## config.mk

```make
export PLATFORM = sky130hd
export DESIGN_NAME = mtrs_isqrt
export DESIGN_NICKNAME = d
export VERILOG_FILES = /design/src/hdl/mtrs_pkg.sv /design/src/hdl/mtrs_isqrt.sv
export SDC_FILE = /design/constraint.sdc
export NUM_CORES = 2
export LEC_CHECK = 0
export BUFFER_PORTS_ARGS = -buffer_cell sky130_fd_sc_hd__buf_2
export CORE_ASPECT_RATIO = 1.25
export CORE_MARGIN = 1
export CORE_UTILIZATION = 55
export CTS_CLUSTER_SIZE = 8
export DETAILED_ROUTE_END_ITERATION = 7
export PLACE_DENSITY = 0.71
export SLEW_MARGIN = 20
export SYNTH_ARGS = -nofsm -noshare
export SYNTH_HDL_FRONTEND = slang
export SYNTH_MEMORY_MAX_BITS = 65536
export SYNTH_SLANG_ARGS = --single-unit
export TNS_END_PERCENT = 5
```

## constraint.sdc

```tcl
create_clock -name clk -period 4.3 [get_ports clk]
set_clock_uncertainty 0.2 [all_clocks]
set_input_delay 0.86 -clock clk [delete_from_list [all_inputs] [get_ports clk]]
set_output_delay 0.86 -clock clk [all_outputs]
set_load 0.005 [all_outputs]
```

## src/hdl/mtrs_pkg.sv

```systemverilog
`timescale 1ns / 1ps
// ----------------------------------------------------------------------------
// mtrs_pkg
// Shared types and constants for the transform decomposition pipeline.
// ----------------------------------------------------------------------------
package mtrs_pkg;

    // one square-root digit per stage, one quotient bit per stage
    localparam int SQRT_STEPS = 32;
    localparam int DIV_STEPS  = 62;

    localparam int QBITS = 30;
    localparam logic signed [33:0] QONE = 34'sd1073741824;
    localparam logic [30:0] SCALE_MAX = 31'h7FFFFFFF;

    typedef enum logic [1:0] {
        BR_TRACE,
        BR_X,
        BR_Y,
        BR_Z
    } branch_t;

    // what the branch stage hands on to the root and quotient units
    typedef struct packed {
        branch_t          branch;
        logic [63:0]      rad;
        logic [2:0][31:0] dmag;
        logic [2:0]       dsign;
    } quat_seed_t;

endpackage

```

## src/hdl/mtrs_isqrt.sv

```systemverilog
`timescale 1ns / 1ps
// ----------------------------------------------------------------------------
// mtrs_isqrt
// Pipelined integer square root, floor(sqrt(radicand)), 64-bit in, 32-bit out,
// one root digit per stage.
// ----------------------------------------------------------------------------
module mtrs_isqrt (
    input  logic        clk,
    input  logic [63:0] radicand,
    output logic [31:0] root
);

    logic [63:0] x_reg    [0:mtrs_pkg::SQRT_STEPS-1];
    logic [33:0] rem_reg  [0:mtrs_pkg::SQRT_STEPS-1];
    logic [31:0] root_reg [0:mtrs_pkg::SQRT_STEPS-1];
    logic [63:0] x_next    [0:mtrs_pkg::SQRT_STEPS-1];
    logic [33:0] rem_next  [0:mtrs_pkg::SQRT_STEPS-1];
    logic [31:0] root_next [0:mtrs_pkg::SQRT_STEPS-1];

    always_comb
    begin
        logic [63:0] x_in;
        logic [33:0] rem_in;
        logic [31:0] root_in;
        logic [35:0] t;
        logic [35:0] trial;
        for (int i = 0; i < mtrs_pkg::SQRT_STEPS; i++)
        begin
            if (i == 0)
            begin
                x_in    = radicand;
                rem_in  = '0;
                root_in = '0;
            end
            else
            begin
                x_in    = x_reg[i-1];
                rem_in  = rem_reg[i-1];
                root_in = root_reg[i-1];
            end
            t     = {rem_in, x_in[63:62]};
            trial = {2'b00, root_in, 2'b01};
            if (t >= trial)
            begin
                rem_next[i]  = 34'(t - trial);
                root_next[i] = {root_in[30:0], 1'b1};
            end
            else
            begin
                rem_next[i]  = t[33:0];
                root_next[i] = {root_in[30:0], 1'b0};
            end
            x_next[i] = {x_in[61:0], 2'b00};
        end
    end

    always_ff @(posedge clk)
    begin
        for (int i = 0; i < mtrs_pkg::SQRT_STEPS; i++)
        begin
            x_reg[i]    <= x_next[i];
            rem_reg[i]  <= rem_next[i];
            root_reg[i] <= root_next[i];
        end
    end

    assign root = root_reg[mtrs_pkg::SQRT_STEPS-1];

endmodule

```

## Word-level counts from Yosys, hierarchy flattened

Memories as Yosys holds them, arrays and structs flattened.
Index checks and enable logic that the tools add are counted.

| word-level totals | value |
|---|---|
| bits in read-only memories | 0 |
| logic and storage cells | 131 |
| register bits after elaboration | 0 |
| RAM bits | 4096 |
| latch bits | 0 |
| memories | 3 |
| output and inout bits | 32 |
| input bits | 65 |

| cells by class | value |
|---|---|
| $mul | 0 |
| $lt $le $gt $ge | 32 |
| bitwise logic cells | 0 |
| mux-type cells | 64 |
| shift-type cells | 0 |
| add/subtract/negate cells | 32 |
| eq/ne operators | 0 |
| reduce and logical (&&, ||, !) cells | 0 |
| divide/modulo/power cells | 0 |

Memory list:

| name | words | width | rd ports | clocked after Yosys merged registers in | write ports | RTL line | source |
|---|---|---|---|---|---|---|---|
| x_reg | 32 | 62 | 31 | 0 | 32 | mtrs_isqrt.sv:13 | `logic [63:0] x_reg [0:mtrs_pkg::SQRT_STEPS-1];` |
| rem_reg | 32 | 34 | 31 | 0 | 32 | mtrs_isqrt.sv:14 | `logic [33:0] rem_reg [0:mtrs_pkg::SQRT_STEPS-1];` |
| root_reg | 32 | 32 | 32 | 0 | 32 | mtrs_isqrt.sv:15 | `logic [31:0] root_reg [0:mtrs_pkg::SQRT_STEPS-1];` |

Operators with widths:

| kind | number |
|---|---|
| $ge A36 B34 Y1 | 31 |
| $mux W34 | 32 |
| $sub A34 B34 Y34 | 31 |
| $mux W1 | 32 |
| $sub A2 B1 Y3 const B | 1 |
| $ge A2 B1 Y1 const B | 1 |

## Longest topological paths before layout

An unclocked memory read counts as a cell.

| logic depth | value |
|---|---|
| word-level depth | 3 |
| depth in mapped cells | 14 |
| mapped depth without buffers | 13 |

## Worst setup path before layout

No wires, ideal clock.

| timing path | value |
|---|---|
| path type | flip-flop to flip-flop |
| start point | mem root_reg[23][23] (netlist: root_reg[1][247]) |
| end point | mem rem_reg[24][5] (netlist: rem_reg[1][277]) |
| data arrival time | 2.926 ns |
| data required time | 4.026 ns |
| cell stages (with the launch flop) | 12 |
| period minus slack after synthesis | 3.200 ns |
| path buffers | 3 |
| library setup time | 0.074 ns |
| path slack | 1.100 ns |
| cell sequence | dfxtp_1 > inv_1 > ha_1 > clkbuf_1 > a2111oi_0 > nand2_1 > nand3b_1 > nor4_1 > clkbuf_1 > buf_1 > nand2_1 > o21ai_0 |

RTL lines:

| what | RTL line |
|---|---|
| from (decl) | mtrs_isqrt.sv:15 |
| to (decl) | mtrs_isqrt.sv:14 |

==> impl_metrics.ini <==
[yosys]
synth-edff-count = 0
avgSynthCellArea_um2 = 10.11
synth.distinct_cells = 99
synth.ff_latch_count = 2523
synthCells = 9140
synthArstFlopShare_pct = 0
ys_warn_count = 0
synth.net_count = 9767
yosysSeqAreaShare_pct = 54.67
ys.flop_type = dfxtp_1
syn_area_um2 = 92400

[final_layout]
area_growth_pct = 14.29
final_area_um2 = 105600
nFillCells = 13420
largest_register_ffs = 1003
layout-drive-gt1-share_pct = 7.029
mostFrequentLayoutCells = dfxtp_1, inv_1, nand2_1
seqCellArea_um2 = 50510
multi_input_area_um2 = 38670
mostFrequentLayoutCell = dfxtp_1
nNetsFinal = 10170
layout.cells.non_filler = 11770

[sta]
fmaxAchievable_ghz = 0.2572
rsz0062_at_grt = no
worstMarginPinSlew_ps = 991.6
drv_slew = 0
hold_viol = 0
setup_viol_count_final = 0
finalSetupTns_ps = 0
maxSlewHeadroom_pct = 32.19
fin_crit_sh_pct = 90.40
finalCriticalPeriod_ps = 3887

[power]
powerDensity_nw_per_um2 = 612.6
peakVddDrop_uv = 539.8
p_leak_uw = 0.04945

[grt]
antenna_found_initial = 4
grt.overflow.total = 0
grt_pass1_vias = 65880
grt_max_degree = 63
globalRouteTotalUtil_pct = 24.96
grt_first_pass_wirelength_um = 339500

[flow_run]
drv_cap = 0

[floorplan]
rows = 167
initial_core_util_pct = 55.55
core_area_um2 = 166300
top_level_ports = 97
fp.dieH_um = 460.3
die_area_um2 = 169600
die_x_um = 368.6

[route]
vias = 64350
viasPerCell = 5.470
drt-total-wl_um = 212800
drtIter0Drc = 3413
ant_nets = 0
wl_per_cell_um = 18.09
drtPass1Iterations = 8
route.detailed.drc = 0

[placement]
placed_cell_area_um2 = 95500
gp_congestion = 0.9366
place_inst = 11310
dp_hpwl_um = 157700
io_buffer_count = 96

[cts]
clockBufferDepth = 4
cts_buffers = 365
insertion_delay_ps = 980
cts_root_buffer = clkbuf_16
clock_sinks = 2523
cts_tree = built
path_clk_slew_ps = 50
cts_setup_buffers = 0
cts.htree.levels = 5

[status]
status = finished clean

[worst_hold_path]
worstHoldPathType = flip-flop to flip-flop

[critical_path]
endpoint_kind = flip-flop
cp.arrival_ps = 4390
critical_path_class = flip-flop to flip-flop
path_max_fanout = 29
rrSetupSlack_ps = 410
critPathLaunchType = flip-flop
cp.required_ps = 4800
-- area by class of cell --
class                           instances  area share [%]
Timing Repair Buffer                  216           1.509
Tap cell                             2197           2.603
Clock buffer                          378           8.857
Clock inverter                          6         0.07464
Sequential cell                      2523           47.83
Inverter                              701           2.492
Multi-Input combinational cell       5736           36.62
Antenna cell                            8         0.01896
-- through the flow --
| step | hold WS [ps] | power [uW] | worst slack (ps) | utilization [%] |
|---|---|---|---|---|
| after floorplan | 109.6 | 37280 | 1100 | - |
| after global placement | 109.5 | 40450 | 430.6 | 57.42 |
| after detailed placement | 112.1 | 40690 | 367.6 | 57.42 |
| after CTS | 92.57 | 65240 | 267.9 | 63.48 |
| after global routing | 99.88 | 67840 | 93.35 | 63.49 |
| final | 96.60 | 64690 | 412.7 | 63.49 |
-- synthesized netlist by cell type, types with 146 or more instances --
library cell / count / share of area [%]
a21o_1: 255 / 2.1
nand2_1: 694 / 2.8
nand3_1: 146 / 0.79
clkbuf_1: 161 / 0.65
nor2_1: 529 / 2.1
xor2_1: 425 / 4.0
dfxtp_1: 2523 / 55
a21oi_1: 539 / 2.9
nor3_1: 230 / 1.2
o21ai_0: 532 / 2.9
ha_1: 562 / 7.6
xnor2_1: 436 / 4.1
inv_1: 694 / 2.8
-- metal layers --
layer	wire, um	part of all wire, %	up-vias	global-route usage, %
met5	13	0.0061	-	0
met4	13180	6.2	2	15.43
met3	8064	3.8	671	4.158
met2	112100	53	1616	47.35
met1	79480	37	30090	25.17
li1	-	-	31980	-
-- kinds of logic (layout without fill, tap and decap cells) --
kind of cell	count (synthesis)	in the layout	synth area share [%]
buffers and inverters	881	1301	3.595
other	1	9	0.004059
adder cells (fa/ha/maj)	562	562	7.610
multiplexers	67	67	0.7949
flip-flops	2523	2523	54.67
XOR/XNOR	861	861	8.162
AND/OR/NAND/NOR	2396	2396	12.86
AO/OA/AOI/OAI	1849	1849	12.31
-- worst paths after layout --
path,end,start,cells past startpoint
min reg2reg,x_reg[1][433],x_reg[1][369],0
max,rem_reg[1][211],root_reg[1][167],11
max reg2reg,rem_reg[1][211],root_reg[1][167],11
min,x_reg[1][433],x_reg[1][369],0
-- worst max-delay path: stages (launching register included) --
cell and delay [ps]:
dfxtp_1 580, inv_1 90, ha_1 370, a21oi_1 160, nor2b_1 90, a2111o_1 390, nor3_1 190, o41ai_1 110
buf_4 160, a31oi_4 670, buf_4 380, o21ai_0 290
-- repair_timing --
action,4_1_cts,5_1_grt
endpoints found under the setup margin,0,2
endpoints found under the hold margin,65,0
hold buffers,65,0
gates resized for setup,0,1
-- power breakdown --
part / internal [uW] / switching [uW] / leakage, uW / total [uW]
combinational: 4440 / 5550 / 0.0237 / 9990
sequential: 27300 / 3190 / 0.0211 / 30500
clock: 15100 / 9120 / 0.00464 / 24200
Power figures use the tool's default switching activity.
