===== src/hdl/mtrs_pkg.sv =====
`timescale 1ns / 1ps
// ----------------------------------------------------------------------------
// mtrs_pkg
// Shared types and constants for the transform decomposition pipeline.
// ----------------------------------------------------------------------------
package mtrs_pkg;

    // one square-root digit per stage, one quotient bit per stage
    localparam int SQRT_STEPS = 32;
    localparam int DIV_STEPS  = 62;

    localparam int QBITS = 30;
    localparam logic signed [33:0] QONE = 34'sd1073741824;
    localparam logic [30:0] SCALE_MAX = 31'h7FFFFFFF;

    typedef enum logic [1:0] {
        BR_TRACE,
        BR_X,
        BR_Y,
        BR_Z
    } branch_t;

    // what the branch stage hands on to the root and quotient units
    typedef struct packed {
        branch_t          branch;
        logic [63:0]      rad;
        logic [2:0][31:0] dmag;
        logic [2:0]       dsign;
    } quat_seed_t;

endpackage


===== src/hdl/mtrs_branch.sv =====
`timescale 1ns / 1ps
// ----------------------------------------------------------------------------
// mtrs_branch
// Two-stage trace and branch selection: picks the quaternion branch, forms
// the clamped radicand and the three off-diagonal terms for the quotients.
// ----------------------------------------------------------------------------
module mtrs_branch (
    input  logic                   clk,
    input  logic [8:0][31:0]       rot,
    output mtrs_pkg::quat_seed_t   seed
);

    logic signed [31:0] r [0:8];

    // first stage
    logic signed [33:0] tr_reg, radt_reg, radx_reg, rady_reg, radz_reg;
    logic               c0_reg, c1_reg;
    logic signed [32:0] da_reg, db_reg, dc_reg, dd_reg, de_reg, df_reg;

    mtrs_pkg::quat_seed_t seed_reg, seed_next;

    always_comb
    begin
        for (int k = 0; k < 9; k++)
        begin
            r[k] = $signed(rot[k]);
        end
    end

    always_ff @(posedge clk)
    begin
        tr_reg   <= 34'(r[0]) + 34'(r[4]) + 34'(r[8]);
        radt_reg <= mtrs_pkg::QONE + 34'(r[0]) + 34'(r[4]) + 34'(r[8]);
        radx_reg <= mtrs_pkg::QONE + 34'(r[0]) - 34'(r[4]) - 34'(r[8]);
        rady_reg <= mtrs_pkg::QONE + 34'(r[4]) - 34'(r[0]) - 34'(r[8]);
        radz_reg <= mtrs_pkg::QONE + 34'(r[8]) - 34'(r[0]) - 34'(r[4]);
        c0_reg   <= (r[0] > r[4]) && (r[0] > r[8]);
        c1_reg   <= r[4] > r[8];
        da_reg   <= 33'(r[5]) - 33'(r[7]);
        db_reg   <= 33'(r[6]) - 33'(r[2]);
        dc_reg   <= 33'(r[1]) - 33'(r[3]);
        dd_reg   <= 33'(r[3]) + 33'(r[1]);
        de_reg   <= 33'(r[6]) + 33'(r[2]);
        df_reg   <= 33'(r[7]) + 33'(r[5]);
    end

    always_comb
    begin
        logic signed [33:0] rad;
        logic signed [32:0] d [0:2];
        if (tr_reg > 0)
        begin
            seed_next.branch = mtrs_pkg::BR_TRACE;
            rad  = radt_reg;
            d[0] = da_reg;
            d[1] = db_reg;
            d[2] = dc_reg;
        end
        else if (c0_reg)
        begin
            seed_next.branch = mtrs_pkg::BR_X;
            rad  = radx_reg;
            d[0] = da_reg;
            d[1] = dd_reg;
            d[2] = de_reg;
        end
        else if (c1_reg)
        begin
            seed_next.branch = mtrs_pkg::BR_Y;
            rad  = rady_reg;
            d[0] = db_reg;
            d[1] = dd_reg;
            d[2] = df_reg;
        end
        else
        begin
            seed_next.branch = mtrs_pkg::BR_Z;
            rad  = radz_reg;
            d[0] = dc_reg;
            d[1] = de_reg;
            d[2] = df_reg;
        end
        // negative or zero radicand clamps to zero
        if (rad <= 0)
            seed_next.rad = '0;
        else
            seed_next.rad = {1'b0, rad[32:0], 30'b0};
        for (int j = 0; j < 3; j++)
        begin
            seed_next.dsign[j] = d[j][32];
            seed_next.dmag[j]  = d[j][32] ? 32'(-d[j]) : d[j][31:0];
        end
    end

    always_ff @(posedge clk)
    begin
        seed_reg <= seed_next;
    end

    assign seed = seed_reg;

endmodule


===== config.mk =====
export PLATFORM = sky130hd
export DESIGN_NAME = mtrs_branch
export DESIGN_NICKNAME = d
export VERILOG_FILES = /design/src/hdl/mtrs_pkg.sv /design/src/hdl/mtrs_branch.sv
export SDC_FILE = /design/constraint.sdc
export NUM_CORES = 2
export LEC_CHECK = 0
export BUFFER_PORTS_ARGS = -buffer_cell sky130_fd_sc_hd__buf_4
export CAP_MARGIN = 25
export CORE_ASPECT_RATIO = 1.1
export CORE_MARGIN = 2
export CORE_UTILIZATION = 49
export CTS_CLUSTER_SIZE = 28
export DETAILED_ROUTE_END_ITERATION = 16
export PLACE_DENSITY = 0.68
export SYNTH_ARGS = -nofsm -noshare
export SYNTH_HDL_FRONTEND = slang
export SYNTH_SLANG_ARGS = --single-unit

===== constraint.sdc =====
create_clock -name clk -period 6.2 [get_ports clk]
set_input_delay 1.24 -clock clk [delete_from_list [all_inputs] [get_ports clk]]
set_output_delay 1.24 -clock clk [all_outputs]
set_load 0.03 [all_outputs]

# [Word-level counts from Yosys, hierarchy flattened]
# Cells that the tools add are included.
[word_totals] out_inout_bits=165 elab_cells=61 reg_bits=535 inputBits=289
[op_classes] magnitude_cmp=5 n_mux=11 reduce_logical=2 addsub=22
[op_table] op="99-bit two-way mux" count=3
[op_table] op="32-bit by 32-bit adder with 33-bit output" count=4
[op_table] op="34-bit two-way mux" count=3
[op_table] op="33-bit by 32-bit subtractor with 34-bit output" count=3
[op_table] op="34-bit by 32-bit subtractor with 34-bit output" count=3
[op_table] op="32-bit by 32-bit adder with 33-bit output (first input constant)" count=3
[op_table] op="32-bit by 32-bit subtractor with 33-bit output" count=3
[op_table] op="32-bit > comparator" count=3
[op_table] op="32-bit two-way mux" count=3
[op_table] op="32-bit negator" count=3
[op_table] op="33-bit by 32-bit adder with 34-bit output" count=2
[op_table] op="34-bit by 32-bit adder with 34-bit output" count=1
[op_table] op="34-bit by 1-bit > comparator with 1-bit output (second input constant)" count=1
[op_table] op="34-bit by 1-bit less-or-equal comparator with 1-bit output (second input constant)" count=1
[op_table] op="1-bit two-way mux" count=2
[op_table] op="2-bit OR reduction" count=1
[op_table] op="1-bit logical AND" count=1

# [Longest topological paths before layout]
[depth] depth_word=5 depth_mapped=20 mapped_depth_nobuf=17

# [Worst setup path before layout]
# No wires, ideal clock.
[synth_timing] kind="in2reg" startpoint="input port rot[9] (netlist name)" endpoint="register rady_reg[31]" required_ns=6.128 cell_stages=15 path_buffers=0 setup_slack_ns=1.256 arrival_time_ns=4.872 setup_ns=0.072 path_cell_list="inv_1 -> fa_1 -> inv_1 -> ha_1 -> ha_1 -> and4_1 -> nand3_1 -> a31oi_1 -> a2111oi_0 -> o211a_1 -> o31ai_1 -> or4_1 -> a31o_2 -> a21oi_1 -> xnor2_1"
[synth_via] elab_chain_len=2
[synth_lines] element="start, declared" line_no="mtrs_branch.sv:9" text="input logic [8:0][31:0] rot,"
[synth_lines] element="33-bit by 32-bit subtractor with 34-bit output" line_no="mtrs_branch.sv:35" text="rady_reg <= mtrs_pkg::QONE + 34'(r[4]) - 34'(r[0]) - 34'(r[8]);"
[synth_lines] element="34-bit by 32-bit subtractor with 34-bit output" line_no="mtrs_branch.sv:35"
[synth_lines] element="end signal, assigned" line_no="mtrs_branch.sv:35"
[synth_lines] element="end, declared" line_no="mtrs_branch.sv:16" text="logic signed [33:0] tr_reg, radt_reg, radx_reg, rady_reg, radz_reg;"
# No other way between the ends.
# A chain may end at the register's enable or synchronous reset.

==> metrics.cfg <==
[outcome]
status = finished, final reports clean

[yosys]
netlist_top_cells_area = dfxtp_1 24%, ha_1 18%, fa_1 7.2%, xnor2_1 6.3%, a21oi_1 6.0%
synth_top_area_frac = 0.238
synth_seq_cells = 469
synth_edf_count = 0
yosysMostFrequentCell = ha_1
ys.flop_type = dfxtp_1
avgSynthCellArea_um2 = 8.38
syn_area_um2 = 39500
synth_top_area_cell = dfxtp_1
yosysSeqAreaShare = 0.238
synth-async-reset-ratio = 0
syn_inst = 4707
ys.warnings.count = 0
synth_cell_types = 88
synth_commonest_cells = 579 x ha_1, 519 x inv_1, 473 x a21oi_1

[power_and_ir_drop]
irDropWorstVdd_mv = 0.397
power_leakage_nw = 21.8
power.density_nw_per_um2 = 356

[clocking]
cts_tree = yes
holdBufCountCts = 0
clock_latency_ns = 0.63
clk_pin_slew_ns = 0.06
htreeDepth = 2
cts_root_buffer = clkbuf_16
cts_resized = 0
cts_setup_buffers = 0
cts_max_path_buffers = 3
cts.sinks = 469
cts_made_buffers = 55

[worst_setup_path]
cp_max_fo = 120
critPathTopFamily = simple AND/OR/NAND/NOR gates
critPathSlowestCell = nor4_1
cp_cell_sequence = nor4_1 -> nand4_1 -> o41ai_4 -> buf_12 -> mux2i_1 -> and4_1 -> o211ai_1 -> nor4_1 -> and3_1 -> a21oi_1 -> xnor2_1
path_buf_inv = 1
crit_path_max_incr_delay_ns = 0.82
path_class = flop to flop
cp-end-kind = flop
cpMostUsedCell = nor4_1
required_ns = 6.72
cp.arrival_ns = 5.77
start_kind = flop

[die]
num_rows = 109
die_h_um = 302
core_um2 = 80100
io_pins = 454
die_w_um = 275
die-area_um2 = 82800
start_util = 0.493

[cells_and_area]
final_cells = 6163
fin_nets = 6073
largest_reg_flops = 134
drive_gt1_frac = 0.121
utilization = 0.566
areaGrowthSynthToFinish_pct = 14.8

[placed_design]
dp_slack_ns = 0.470
dp.cells = 6061
place_hpwl_um = 103000
port_buffers = 422
gp_congestion = 0.938

[global_routing]
grt_pass1_wl_um = 186000
grt-ovfl-total = 0
grtUsageTotal = 0.291
grt_pass1_vias = 32800
antenna_found_initial = 11
grt_max_degree = 121

[sta]
worst_pin_slew_ns = 1.11
final-hold-violation-count = 0
setup_slack_ns = 0.947
clock_skew_ns = 0.0254
relSlewSlack = 0.243
max_freq_ghz = 0.190
min_period_ns = 5.25
finalMaxSlewViolations = 0
fin_crit_sh = 0.847
rsz0062_at_grt = false
totalNegativeSetupSlack_ns = 0
setup_viol = 0

[route]
firstDrtPassIters = 6
top_layer = met5
drtIter0Drc = 2712
wl_met2_um = 55400
ant_nets = 0
met3_length_um = 8410
drc = 0
wl_met1_um = 55800
vias = 33900
finalWirelength_um = 124000
avgViaCountPerCell = 5.49
avgRoutedWirePerCell_um = 20.1

[worst_hold_path]
hold_path_class = flop to flop

[flow_run]
maxCapViolations = 0

[path summary, 6_finish.rpt]
kind	startpoint	to	slack (ns)	cells past startpoint
hold / removal	radt_reg[3]	seed[132]	0.49	2
setup reg to reg	radt_reg[1]	seed[64]	0.95	11
setup / recovery	radt_reg[1]	seed[64]	0.95	11
hold reg to reg	radt_reg[3]	seed[132]	0.49	2
[worst min-delay path: stages (launching register included)]
cell and delay (ns):
dfxtp_1 0.33, a21oi_1 0.06, nor2_1 0.08
[per-layer routing]
| metal | GRT usage | up-vias |
|---|---|---|
| li1 | - | 16600 |
| met5 | 0 | - |
| met4 | 0.0873 | 18 |
| met1 | 0.402 | 16000 |
| met3 | 0.0440 | 181 |
| met2 | 0.466 | 1111 |
[metrics by stage]
stage	instance area [um^2]	hold WS (ns)	total power (W)
CTS	45300	0.496	0.0161
global placement	43500	0.468	0.0127
floorplan	39600	0.446	0.00994
finish	45300	0.494	0.0161
detailed placement	43500	0.483	0.0127
global route	45300	0.545	0.0170
[layout by cell type (no fill, tap or decap), drive strengths merged, types with 17 or more instances in the layout]
cell type / n
nand4: 32
nor4: 40
a21oi: 473
nand3: 71
a211oi: 33
xnor2: 286
o31ai: 36
clkinv: 22
inv: 525
buf: 449
a2111oi: 19
mux2: 22
mux2i: 117
nor2: 452
fa: 141
o211ai: 23
ha: 579
and2: 19
or3: 26
conb: 31
nand2: 234
xor2: 83
o21bai: 66
dfxtp: 469
nor3: 106
or4: 18
nand2b: 48
o21ai: 188
o21a: 30
a31oi: 54
clkbuf: 72
o41ai: 17
a21o: 77
and3: 30
nor2b: 47
[power by group]
group / internal [W] / leakage (nW) / total, W / switching (W)
clock network: 0.00193 / 0.925 / 0.00331 / 0.00139
logic: 0.00297 / 16.9 / 0.00783 / 0.00486
registers: 0.00421 / 3.95 / 0.00497 / 0.000761
[cells by family after synthesis]
group,synth area share
AOI/OAI and AO/OA,0.177
xor gates and xnor gates,0.0819
adders and majority gates,0.255
buffers and inverters,0.0708
DFF,0.238
muxes,0.0360
other,0.0000950
and+or+nand+nor,0.141
[layout make-up]
type	instances	area, um^2
Multi-Input combinational cell	3566	27400
Sequential cell	469	9400
Clock buffer	72	1540
Inverter	523	1960
Clock inverter	29	308
Fill cell	7493	34700
Timing Repair Buffer	449	3380
Tap cell	1054	1320
Antenna cell	1	2.50
Power figures use the tool's default switching activity.
